## src/rtl/bdq_pkg.sv

```systemverilog
`timescale 1ns / 1ps
// ----------------------------------------------------------------------------
// bdq_pkg
// shared widths, codes and request type for the bounded deque
// ----------------------------------------------------------------------------
package bdq_pkg;

  localparam int CAPACITY_DEF = 32;

  localparam int CMD_W    = 4;
  localparam int VALUE_W  = 32;
  localparam int COUNT_W  = 6;
  localparam int STATUS_W = 2;

  localparam int S_TDATA_W = 48;
  localparam int M_TDATA_W = 40;
  localparam int M_PAD_W   = M_TDATA_W - VALUE_W - STATUS_W;

  // command codes as they arrive on the bus
  localparam logic [CMD_W-1:0] CMD_PUSH_FRONT = 4'd0;
  localparam logic [CMD_W-1:0] CMD_PUSH_BACK  = 4'd1;
  localparam logic [CMD_W-1:0] CMD_POP_FRONT  = 4'd2;
  localparam logic [CMD_W-1:0] CMD_POP_BACK   = 4'd3;
  localparam logic [CMD_W-1:0] CMD_DELETE     = 4'd4;
  localparam logic [CMD_W-1:0] CMD_CLEAR      = 4'd5;
  localparam logic [CMD_W-1:0] CMD_FIRST_N    = 4'd6;
  localparam logic [CMD_W-1:0] CMD_LAST_N     = 4'd7;
  localparam logic [CMD_W-1:0] CMD_ALL        = 4'd8;

  // internal operation codes after classification
  typedef logic [3:0] op_t;
  localparam op_t OP_NOP        = 4'd0;
  localparam op_t OP_PUSH_FRONT = 4'd1;
  localparam op_t OP_PUSH_BACK  = 4'd2;
  localparam op_t OP_POP_FRONT  = 4'd3;
  localparam op_t OP_POP_BACK   = 4'd4;
  localparam op_t OP_DELETE     = 4'd5;
  localparam op_t OP_CLEAR      = 4'd6;
  localparam op_t OP_FIRST_N    = 4'd7;
  localparam op_t OP_LAST_N     = 4'd8;
  localparam op_t OP_ALL        = 4'd9;

  // result status codes
  localparam logic [STATUS_W-1:0] ST_OK        = 2'd0;
  localparam logic [STATUS_W-1:0] ST_FULL      = 2'd1;
  localparam logic [STATUS_W-1:0] ST_EMPTY     = 2'd2;
  localparam logic [STATUS_W-1:0] ST_NOT_FOUND = 2'd3;

  // command queue between front and back
  localparam int QUEUE_DEPTH = 2;
  localparam int QPTR_W      = 1;
  localparam int QCNT_W      = 2;

  typedef struct packed {
    op_t                op;
    logic [VALUE_W-1:0] value;
    logic [COUNT_W-1:0] count;
  } req_t;

endpackage

```

## src/rtl/bdq_front.sv

```systemverilog
`timescale 1ns / 1ps
// ----------------------------------------------------------------------------
// bdq_front
// accepts requests and classifies the command into an internal operation
// ----------------------------------------------------------------------------
module bdq_front (
  input  logic                         clk,
  input  logic                         rst,
  input  logic                         in_valid,
  output logic                         in_ready,
  input  logic [bdq_pkg::CMD_W-1:0]    command,
  input  logic [bdq_pkg::VALUE_W-1:0]  value,
  input  logic [bdq_pkg::COUNT_W-1:0]  count,
  output logic                         req_valid,
  input  logic                         req_ready,
  output bdq_pkg::req_t                req
);
  import bdq_pkg::*;

  logic vld;
  op_t  op_dec;

  always_comb begin
    case (command)
      CMD_PUSH_FRONT: op_dec = OP_PUSH_FRONT;
      CMD_PUSH_BACK:  op_dec = OP_PUSH_BACK;
      CMD_POP_FRONT:  op_dec = OP_POP_FRONT;
      CMD_POP_BACK:   op_dec = OP_POP_BACK;
      CMD_DELETE:     op_dec = OP_DELETE;
      CMD_CLEAR:      op_dec = OP_CLEAR;
      CMD_FIRST_N:    op_dec = OP_FIRST_N;
      CMD_LAST_N:     op_dec = OP_LAST_N;
      CMD_ALL:        op_dec = OP_ALL;
      default:        op_dec = OP_NOP;
    endcase
  end

  assign in_ready  = !vld || req_ready;
  assign req_valid = vld;

  always_ff @(posedge clk) begin
    if (rst) begin
      vld <= 1'b0;
    end else if (in_ready) begin
      vld <= in_valid;
    end
  end

  always_ff @(posedge clk) begin
    if (in_valid && in_ready) begin
      req.op    <= op_dec;
      req.value <= value;
      req.count <= count;
    end
  end

endmodule

```

## src/rtl/bdq_fifo.sv

```systemverilog
`timescale 1ns / 1ps
// ----------------------------------------------------------------------------
// bdq_fifo
// short request queue that decouples the front and back parts
// ----------------------------------------------------------------------------
module bdq_fifo (
  input  logic          clk,
  input  logic          rst,
  input  logic          in_valid,
  output logic          in_ready,
  input  bdq_pkg::req_t in_req,
  output logic          out_valid,
  input  logic          out_ready,
  output bdq_pkg::req_t out_req
);
  import bdq_pkg::*;

  localparam logic [QPTR_W-1:0] LAST_PTR = QPTR_W'(QUEUE_DEPTH - 1);
  localparam logic [QCNT_W-1:0] FULL_CNT = QCNT_W'(QUEUE_DEPTH);

  req_t              slots [QUEUE_DEPTH];
  logic [QPTR_W-1:0] wr_ptr;
  logic [QPTR_W-1:0] rd_ptr;
  logic [QCNT_W-1:0] fill;
  logic              push;
  logic              pop;

  assign in_ready  = (fill != FULL_CNT);
  assign out_valid = (fill != '0);
  assign out_req   = slots[rd_ptr];
  assign push      = in_valid && in_ready;
  assign pop       = out_valid && out_ready;

  always_ff @(posedge clk) begin
    if (rst) begin
      wr_ptr <= '0;
      rd_ptr <= '0;
      fill   <= '0;
    end else begin
      if (push) begin
        wr_ptr <= (wr_ptr == LAST_PTR) ? '0 : wr_ptr + QPTR_W'(1);
      end
      if (pop) begin
        rd_ptr <= (rd_ptr == LAST_PTR) ? '0 : rd_ptr + QPTR_W'(1);
      end
      if (push && !pop) begin
        fill <= fill + QCNT_W'(1);
      end else if (pop && !push) begin
        fill <= fill - QCNT_W'(1);
      end
    end
  end

  always_ff @(posedge clk) begin
    if (push) begin
      slots[wr_ptr] <= in_req;
    end
  end

endmodule

```

## src/rtl/bdq_back.sv

```systemverilog
`timescale 1ns / 1ps
// ----------------------------------------------------------------------------
// bdq_back
// carries out deque operations on the ring store and drives the results
// ----------------------------------------------------------------------------
module bdq_back #(
  parameter int CAPACITY = bdq_pkg::CAPACITY_DEF
) (
  input  logic                          clk,
  input  logic                          rst,
  input  logic                          req_valid,
  output logic                          req_ready,
  input  bdq_pkg::req_t                 req,
  output logic                          res_valid,
  input  logic                          res_ready,
  output logic [bdq_pkg::VALUE_W-1:0]   res_entry,
  output logic                          res_has,
  output logic [bdq_pkg::STATUS_W-1:0]  res_status,
  output logic                          res_last
);
  import bdq_pkg::*;

  localparam int IDX_W = $clog2(CAPACITY);
  localparam int OCC_W = $clog2(CAPACITY + 1);
  localparam int SUM_W = OCC_W + 1;
  localparam int CMP_W = (OCC_W > COUNT_W) ? OCC_W : COUNT_W;

  localparam logic [IDX_W-1:0] LAST_IDX = IDX_W'(CAPACITY - 1);
  localparam logic [OCC_W-1:0] CAP_OCC  = OCC_W'(CAPACITY);
  localparam logic [SUM_W-1:0] CAP_SUM  = SUM_W'(CAPACITY);

  localparam logic [2:0] S_IDLE   = 3'd0;
  localparam logic [2:0] S_ACK    = 3'd1;
  localparam logic [2:0] S_SEARCH = 3'd2;
  localparam logic [2:0] S_SHIFT  = 3'd3;
  localparam logic [2:0] S_STREAM = 3'd4;

  // ring slot of a position counted from the front
  function automatic logic [IDX_W-1:0] slot_of(input logic [IDX_W-1:0] base,
                                               input logic [OCC_W-1:0] pos);
    logic [SUM_W-1:0] sum;
    sum = SUM_W'(base) + SUM_W'(pos);
    if (sum >= CAP_SUM) begin
      sum = sum - CAP_SUM;
    end
    return sum[IDX_W-1:0];
  endfunction

  logic [VALUE_W-1:0] mem [CAPACITY];
  logic [VALUE_W-1:0] rdata;

  logic [2:0]          state, state_next;
  logic [IDX_W-1:0]    front_idx, front_next;
  logic [OCC_W-1:0]    occ, occ_next;
  logic [OCC_W-1:0]    pos, pos_next;
  logic [OCC_W-1:0]    stop, stop_next;
  logic [VALUE_W-1:0]  value_r, value_next;
  logic [STATUS_W-1:0] ack_status, ack_status_next;
  logic                ack_has, ack_has_next;

  logic                rd_en;
  logic [IDX_W-1:0]    rd_addr;
  logic                wr_en;
  logic [IDX_W-1:0]    wr_addr;
  logic [VALUE_W-1:0]  wr_data;

  logic                out_vld;
  logic                out_free;
  logic                out_load;
  logic [VALUE_W-1:0]  ld_entry;
  logic                ld_has;
  logic [STATUS_W-1:0] ld_status;
  logic                ld_last;

  logic [OCC_W-1:0]    pos_inc;
  logic [OCC_W-1:0]    pos_inc2;
  logic [CMP_W-1:0]    cnt_ext;
  logic [CMP_W-1:0]    occ_ext;
  logic [OCC_W-1:0]    n_sel;
  logic [OCC_W-1:0]    start;
  logic                is_full;
  logic                is_empty;

  assign out_free  = !out_vld || res_ready;
  assign req_ready = (state == S_IDLE);
  assign pos_inc   = pos + OCC_W'(1);
  assign pos_inc2  = pos + OCC_W'(2);
  assign cnt_ext   = CMP_W'(req.count);
  assign occ_ext   = CMP_W'(occ);
  assign is_full   = (occ == CAP_OCC);
  assign is_empty  = (occ == '0);

  always_comb begin
    if (req.op == OP_ALL) begin
      n_sel = occ;
    end else if (cnt_ext < occ_ext) begin
      n_sel = cnt_ext[OCC_W-1:0];
    end else begin
      n_sel = occ;
    end
    start = (req.op == OP_LAST_N) ? occ - n_sel : '0;
  end

  always_comb begin
    state_next      = state;
    front_next      = front_idx;
    occ_next        = occ;
    pos_next        = pos;
    stop_next       = stop;
    value_next      = value_r;
    ack_status_next = ack_status;
    ack_has_next    = ack_has;
    rd_en           = 1'b0;
    rd_addr         = slot_of(front_idx, pos);
    wr_en           = 1'b0;
    wr_addr         = slot_of(front_idx, pos);
    wr_data         = req.value;
    out_load        = 1'b0;
    ld_entry        = '0;
    ld_has          = 1'b0;
    ld_status       = ST_OK;
    ld_last         = 1'b1;

    case (state)
      S_IDLE: begin
        if (req_valid) begin
          ack_has_next    = 1'b0;
          ack_status_next = ST_OK;
          value_next      = req.value;
          state_next      = S_ACK;
          case (req.op)
            OP_PUSH_FRONT: begin
              if (is_full) begin
                ack_status_next = ST_FULL;
              end else begin
                front_next = (front_idx == '0) ? LAST_IDX : front_idx - IDX_W'(1);
                wr_en      = 1'b1;
                wr_addr    = front_next;
                occ_next   = occ + OCC_W'(1);
              end
            end
            OP_PUSH_BACK: begin
              if (is_full) begin
                ack_status_next = ST_FULL;
              end else begin
                wr_en    = 1'b1;
                wr_addr  = slot_of(front_idx, occ);
                occ_next = occ + OCC_W'(1);
              end
            end
            OP_POP_FRONT: begin
              if (is_empty) begin
                ack_status_next = ST_EMPTY;
              end else begin
                rd_en        = 1'b1;
                rd_addr      = front_idx;
                front_next   = (front_idx == LAST_IDX) ? '0 : front_idx + IDX_W'(1);
                occ_next     = occ - OCC_W'(1);
                ack_has_next = 1'b1;
              end
            end
            OP_POP_BACK: begin
              if (is_empty) begin
                ack_status_next = ST_EMPTY;
              end else begin
                rd_en        = 1'b1;
                rd_addr      = slot_of(front_idx, occ - OCC_W'(1));
                occ_next     = occ - OCC_W'(1);
                ack_has_next = 1'b1;
              end
            end
            OP_DELETE: begin
              if (is_empty) begin
                ack_status_next = ST_NOT_FOUND;
              end else begin
                rd_en      = 1'b1;
                rd_addr    = front_idx;
                pos_next   = '0;
                state_next = S_SEARCH;
              end
            end
            OP_CLEAR: begin
              front_next = '0;
              occ_next   = '0;
            end
            OP_FIRST_N, OP_LAST_N, OP_ALL: begin
              if (n_sel != '0) begin
                rd_en      = 1'b1;
                rd_addr    = slot_of(front_idx, start);
                pos_next   = start;
                stop_next  = start + n_sel;
                state_next = S_STREAM;
              end
            end
            default: begin
            end
          endcase
        end
      end

      S_ACK: begin
        if (out_free) begin
          out_load   = 1'b1;
          ld_entry   = ack_has ? rdata : '0;
          ld_has     = ack_has;
          ld_status  = ack_status;
          state_next = S_IDLE;
        end
      end

      // rdata holds the entry at pos
      S_SEARCH: begin
        if (rdata == value_r) begin
          if (pos_inc == occ) begin
            occ_next   = occ - OCC_W'(1);
            state_next = S_ACK;
          end else begin
            rd_en      = 1'b1;
            rd_addr    = slot_of(front_idx, pos_inc);
            state_next = S_SHIFT;
          end
        end else if (pos_inc == occ) begin
          ack_status_next = ST_NOT_FOUND;
          state_next      = S_ACK;
        end else begin
          rd_en    = 1'b1;
          rd_addr  = slot_of(front_idx, pos_inc);
          pos_next = pos_inc;
        end
      end

      // rdata holds the entry at pos + 1, moved down into pos
      S_SHIFT: begin
        wr_en    = 1'b1;
        wr_addr  = slot_of(front_idx, pos);
        wr_data  = rdata;
        pos_next = pos_inc;
        if (pos_inc2 == occ) begin
          occ_next   = occ - OCC_W'(1);
          state_next = S_ACK;
        end else begin
          rd_en   = 1'b1;
          rd_addr = slot_of(front_idx, pos_inc2);
        end
      end

      S_STREAM: begin
        if (out_free) begin
          out_load = 1'b1;
          ld_entry = rdata;
          ld_has   = 1'b1;
          ld_last  = (pos_inc == stop);
          if (pos_inc == stop) begin
            state_next = S_IDLE;
          end else begin
            rd_en    = 1'b1;
            rd_addr  = slot_of(front_idx, pos_inc);
            pos_next = pos_inc;
          end
        end
      end

      default: begin
        state_next = S_IDLE;
      end
    endcase
  end

  always_ff @(posedge clk) begin
    if (rst) begin
      state     <= S_IDLE;
      front_idx <= '0;
      occ       <= '0;
    end else begin
      state     <= state_next;
      front_idx <= front_next;
      occ       <= occ_next;
    end
  end

  always_ff @(posedge clk) begin
    pos        <= pos_next;
    stop       <= stop_next;
    value_r    <= value_next;
    ack_status <= ack_status_next;
    ack_has    <= ack_has_next;
  end

  // entry store, one write and one registered read per cycle
  always_ff @(posedge clk) begin
    if (wr_en) begin
      mem[wr_addr] <= wr_data;
    end
    if (rd_en) begin
      rdata <= mem[rd_addr];
    end
  end

  // result register
  always_ff @(posedge clk) begin
    if (rst) begin
      out_vld <= 1'b0;
    end else if (out_load) begin
      out_vld <= 1'b1;
    end else if (res_ready) begin
      out_vld <= 1'b0;
    end
  end

  always_ff @(posedge clk) begin
    if (out_load) begin
      res_entry  <= ld_entry;
      res_has    <= ld_has;
      res_status <= ld_status;
      res_last   <= ld_last;
    end
  end

  assign res_valid = out_vld;

endmodule

```

## src/rtl/bounded_deque_with_value_delete.sv

```systemverilog
`timescale 1ns / 1ps
// ----------------------------------------------------------------------------
// bounded_deque_with_value_delete
// bounded double-ended queue of signed 32-bit values with delete by value
// ----------------------------------------------------------------------------
// Each request carries a command: push front or back, pop front or back,
// delete the first entry equal to a value (closing the gap), clear, or stream
// the first n, the last n or all entries front to back. Every request yields
// one or more results, the final one flagged by tlast; a push when full, a pop
// when empty or a missing delete value gives one result with a nonzero status.
// A front stage registers and classifies requests into a two-deep request
// queue, so requests keep flowing in while the back part is busy. The back
// part works on one request at a time against a ring store of CAPACITY
// entries with one write and one registered read per cycle. A stream sends
// one entry per cycle while the result side keeps up. A delete searches
// from the front for the first equal entry, then moves each later entry
// down by one, then gives its result; a delete whose value is missing
// searches the whole occupancy. The result sits in an output register; a
// stalled result side holds the back part, and the request side blocks once
// the front stage and the request queue are full.
// ----------------------------------------------------------------------------
module bounded_deque_with_value_delete #(
  parameter int CAPACITY = bdq_pkg::CAPACITY_DEF
) (
  input  logic                            clk,
  input  logic                            rst,
  // request side
  input  logic                            s_axis_tvalid,
  output logic                            s_axis_tready,
  // command [3:0], value [35:4], count [41:36], zero pad above
  input  logic [bdq_pkg::S_TDATA_W-1:0]   s_axis_tdata,
  // result side
  output logic                            m_axis_tvalid,
  input  logic                            m_axis_tready,
  // entry [31:0], status [33:32], zero pad above
  output logic [bdq_pkg::M_TDATA_W-1:0]   m_axis_tdata,
  // has_entry [0]
  output logic                            m_axis_tuser,
  output logic                            m_axis_tlast
);
  import bdq_pkg::*;

  // request field unpacking
  logic [CMD_W-1:0]    command;
  logic [VALUE_W-1:0]  value;
  logic [COUNT_W-1:0]  count;

  assign command = s_axis_tdata[CMD_W-1:0];
  assign value   = s_axis_tdata[CMD_W +: VALUE_W];
  assign count   = s_axis_tdata[CMD_W + VALUE_W +: COUNT_W];

  // front to queue
  req_t front_req;
  logic front_valid;
  logic front_ready;

  // queue to back
  req_t back_req;
  logic back_valid;
  logic back_ready;

  // results from the back part
  logic [VALUE_W-1:0]  entry;
  logic                has_entry;
  logic [STATUS_W-1:0] status;
  logic                last;

  bdq_front u_front (
    .clk       (clk),
    .rst       (rst),
    .in_valid  (s_axis_tvalid),
    .in_ready  (s_axis_tready),
    .command   (command),
    .value     (value),
    .count     (count),
    .req_valid (front_valid),
    .req_ready (front_ready),
    .req       (front_req)
  );

  // decouples classification from execution
  bdq_fifo u_fifo (
    .clk       (clk),
    .rst       (rst),
    .in_valid  (front_valid),
    .in_ready  (front_ready),
    .in_req    (front_req),
    .out_valid (back_valid),
    .out_ready (back_ready),
    .out_req   (back_req)
  );

  bdq_back #(
    .CAPACITY (CAPACITY)
  ) u_back (
    .clk        (clk),
    .rst        (rst),
    .req_valid  (back_valid),
    .req_ready  (back_ready),
    .req        (back_req),
    .res_valid  (m_axis_tvalid),
    .res_ready  (m_axis_tready),
    .res_entry  (entry),
    .res_has    (has_entry),
    .res_status (status),
    .res_last   (last)
  );

  // result packing
  assign m_axis_tdata = {{M_PAD_W{1'b0}}, status, entry};
  assign m_axis_tuser = has_entry;
  assign m_axis_tlast = last;

endmodule

```

## config.mk

```make
export PLATFORM = sky130hd
export DESIGN_NAME = bounded_deque_with_value_delete
export DESIGN_NICKNAME = d
export VERILOG_FILES = /design/src/rtl/bdq_pkg.sv /design/src/rtl/bdq_front.sv /design/src/rtl/bdq_fifo.sv /design/src/rtl/bdq_back.sv /design/src/rtl/bounded_deque_with_value_delete.sv
export SDC_FILE = /design/constraint.sdc
export NUM_CORES = 2
export LEC_CHECK = 0
export ABC_CLOCK_PERIOD_IN_PS = 6010
export BUFFER_PORTS_ARGS = -buffer_cell sky130_fd_sc_hd__buf_2
export CORE_UTILIZATION = 45
export DETAILED_ROUTE_END_ITERATION = 7
export SYNTH_ARGS = -nofsm -noshare
export SYNTH_HDL_FRONTEND = slang
export SYNTH_SLANG_ARGS = --single-unit
```

## constraint.sdc

```tcl
create_clock -name clk -period 6.01 [get_ports clk]
set_input_delay 1.5025 -clock clk [delete_from_list [all_inputs] [get_ports clk]]
set_output_delay 1.5025 -clock clk [all_outputs]
set_load 0.02 [all_outputs]
```

==> impl_metrics.csv <==
group,metric,value,unit
placement,post-dp-hpwl,82.10,mm
cts,tritoncts,"built",
synthesis,syn_area,0.05391,sq mm
synthesis,avgSynthCellArea,15.30,sq um
floorplan,coreArea,0.1184,sq mm
synthesis,async_flop_share,0,%
floorplan,die_area,0.1212,sq mm
route,drt_iter0_drc,3515,
power,p_leak,21.30,nW
placement,dp_cells,5129,
synthesis,synth_xor_xnor_area_share,1.627,%
layout,fill_cells,9713,
layout,final_layout_size_suffix_gt1_share,14.10,%
sta,final_max_slew_viol_count,0,
critical_path,crit_type,"register to register",
grt,first_global_vias,30240,
cts,clkSlewWorstSetupHoldPaths,60,ps
sta,hold_viol,0,
critical_path,required,6480,ps
sta,layout_min_cycle_time,5814,ps
synthesis,synth_flop_cell,"edfxtp_1",
critical_path,crit_slowest_cell,"o32a_4",
sta,fin_crit_sh,96.74,%
synthesis,yosysWarnings,0,
grt,grt_antenna_before_repair,0,
sta,skew,25.56,ps
power,peakVddDrop,773.8,uV
placement,place_ws,156.0,ps
power,power.density,622.4,mW/mm^2
grt,grtUsageTotal,23.57,%
run_status,outcome,"finished clean",
synthesis,ys_ff_latch,1286,
synthesis,ys_seq_area_share,71.24,%
synthesis,synth.largest_area_cell,"edfxtp_1",
synthesis,ys_types,87,
floorplan,die_height,348.1,microns
placement,portBuffers,83,
critical_path,cp_max_fo,37,
worst_hold_path,hp-class,"register to register",
synthesis,synth.mux.area_fraction,9.402,%
flow_run,maxCapViolations,0,
floorplan,row_count,126,
floorplan,ios,96,
sta,setup_viol,0,
critical_path,critPathMaxStageDelay,440,ps
placement,routabilityCongestion,0.8518,
critical_path,end_kind,"register",
grt,grt_overflow,0,
sta,max_freq,172.0,MHz
synthesis,synth-compound-area-share,7.137,%
critical_path,cpMostUsedCell,"ha_1",
critical_path,crit_chain,"mux2i_2 -> inv_2 -> ha_1 -> o211ai_1 -> a311oi_2 -> nor3_2 -> buf_4 -> buf_4 -> mux2i_1 -> ha_1 -> xnor2_1 -> and2_1 -> ha_1 -> xor2_1 -> o22ai_1 -> and2_0 -> o32a_4 -> and2_4 -> buf_12 -> a22o_1 -> a311oi_1 -> mux2i_1",
route,drt-vias-per-instance,5.786,
floorplan,initial_core_util,45.53,%
synthesis,synth_fa_ha_area_share,1.369,%
critical_path,path_delay_family,"compound AO/OA/AOI/OAI gates",
critical_path,path_buf_inv,4,
synthesis,syn_inst,3523,
critical_path,critical_path.startpoint_type,"register",
route,vias,31090,
cts,clk_path_buf_depth,3,
synthesis,synth_top_family_by_area,"multiplexers",
synthesis,yosys-top-cells-area,"edfxtp_1 (70%), mux2i_1 (7.9%), nand2_1 (3.1%), a311oi_1 (2.1%), mux2_2 (1.5%)",
cts,cts-buffers-inserted,136,
synthesis,synth_edf_count,1265,
layout,diodes,0,
route,drc,0,
sta,slew_headroom,19.42,%
critical_path,crit_arrival,6280,ps
sta,tightest_slew,1209,ps
route,totalWireLength,143.8,mm
placement,place_area,0.05706,sq mm
grt,grt_pass1_wl,207.7,mm
cts,root_buffer,"clkbuf_16",
route,avgRoutedWirePerCell,26.76,microns
layout,syn_to_final_growth,13.51,%
layout,design_area,0.06119,sq mm
floorplan,die_w,348.1,microns
grt,grt_max_degree,106,
cts,insertion_delay,750,ps
cts,h-tree-depth,4,
route,ant_nets,0,
cts,cts_sinks,1286,
sta,rsz0062_at_grt,"yes",
synthesis,yosysTopAreaCellShare,70.46,%
layout,finalNonFillerCells,5373,
route,drtPass1Iterations,6,
sta,timing.final.ws_setup,196.2,ps
layout,utilization,51.68,%
layout,nNetsFinal,3778,
cts,hold_buffers,0,
synthesis,synth_simple_gate_area_share,6.700,%
==> cells in the mapped netlist (all sizes together) (18+ instances only) <==
master  instances
edfxtp       1265
o21ai          41
dfxtp          21
a21o           18
nand3         139
clkbuf         72
a21boi         68
ha             47
a21oi          70
mux2           70
a22o           67
a311oi        132
nand2         447
a31oi          64
xnor2          68
buf           131
and2           43
mux2i         426
nor2          107
inv            41
xor2           27
==> where the power goes <==
group	switching, mW	total, mW	internal (mW)
clock	3.41	7.76	4.35
combinational	11.4	18.5	7.04
sequential	0.523	11.9	11.3
==> what timing repair did <==
item	in CTS	in global routing
resized for setup	0	13
setup buffers	0	6
endpoints found under the setup margin	0	32
==> cells by family after synthesis <==
family / Yosys count
AO/OA/AOI/OAI: 518
XOR/XNOR: 97
adder cells (fa/ha/maj): 56
buffers and inverters: 247
flip-flops: 1286
multiplexers: 496
other: 1
AND/OR/NAND/NOR: 822
==> worst paths after layout <==
| check | start | to | slack [ps] | depth (start not counted) |
|---|---|---|---|---|
| worst min register to register | u_front.req[5]$_DFFE_PP_ | u_fifo.slots[0][5]$_DFFE_PP_ | 440 | 0 |
| worst min-delay path | u_front.req[5]$_DFFE_PP_ | u_fifo.slots[0][5]$_DFFE_PP_ | 440 | 0 |
| worst max-delay path | register | u_back.rdata[22]$_DFFE_PP_ | 200 | 22 |
| worst max register to register | register | u_back.rdata[22]$_DFFE_PP_ | 200 | 22 |
==> layout by cell type (no fill, tap or decap), types with 64 or more instances in the layout <==
master	count
edfxtp_1	1265
nand2_1	444
mux2i_1	423
nand3_1	138
clkbuf_16	138
a311oi_1	129
buf_2	83
buf_4	79
nor2_1	72
mux2_2	70
xnor2_1	68
a21boi_0	67
a22o_1	67
a31oi_1	64
==> layer usage <==
layer	GRT usage, %	routed length [microns]	vias to the layer above
met5	0	0	-
met4	8.271	4868	0
met3	3.342	9151	241
met2	37.36	67250	1081
met1	33.29	62520	15910
li1	-	-	13860
==> registers in the layout, summed over array words and instances (netlist names), 3 cells and up, named ones only <==
name	count
u_back.value_r	32
u_back.stop	6
u_back.mem	1024
u_back.rdata	32
u_back.pos	6
u_front.req	42
u_fifo.slots	84
u_back.res_entry	32
u_back.front_idx	5
u_back.state	3
u_back.occ	6
==> final cells by class <==
type	count	area, sq um	share of cell area, %
Tap cell	1600	2002	3.272
Sequential cell	1286	38410	62.77
Timing Repair Buffer	212	2017	3.296
Multi-Input combinational cell	1995	14570	23.82
Clock buffer	166	3578	5.848
Clock inverter	72	452.9	0.7402
Inverter	42	157.7	0.2576
==> through the flow <==
stage	hold slack (ps)	power, mW	TNS (ps)
final	444.4	38.08	0
after global routing	448.1	39.90	-556.0
after CTS	443.1	38.10	0
after detailed placement	431.1	30.36	0
after global placement	426.9	30.23	0
after floorplan	421.5	24.61	0
Note: power is estimated with default switching activity, not from simulation.
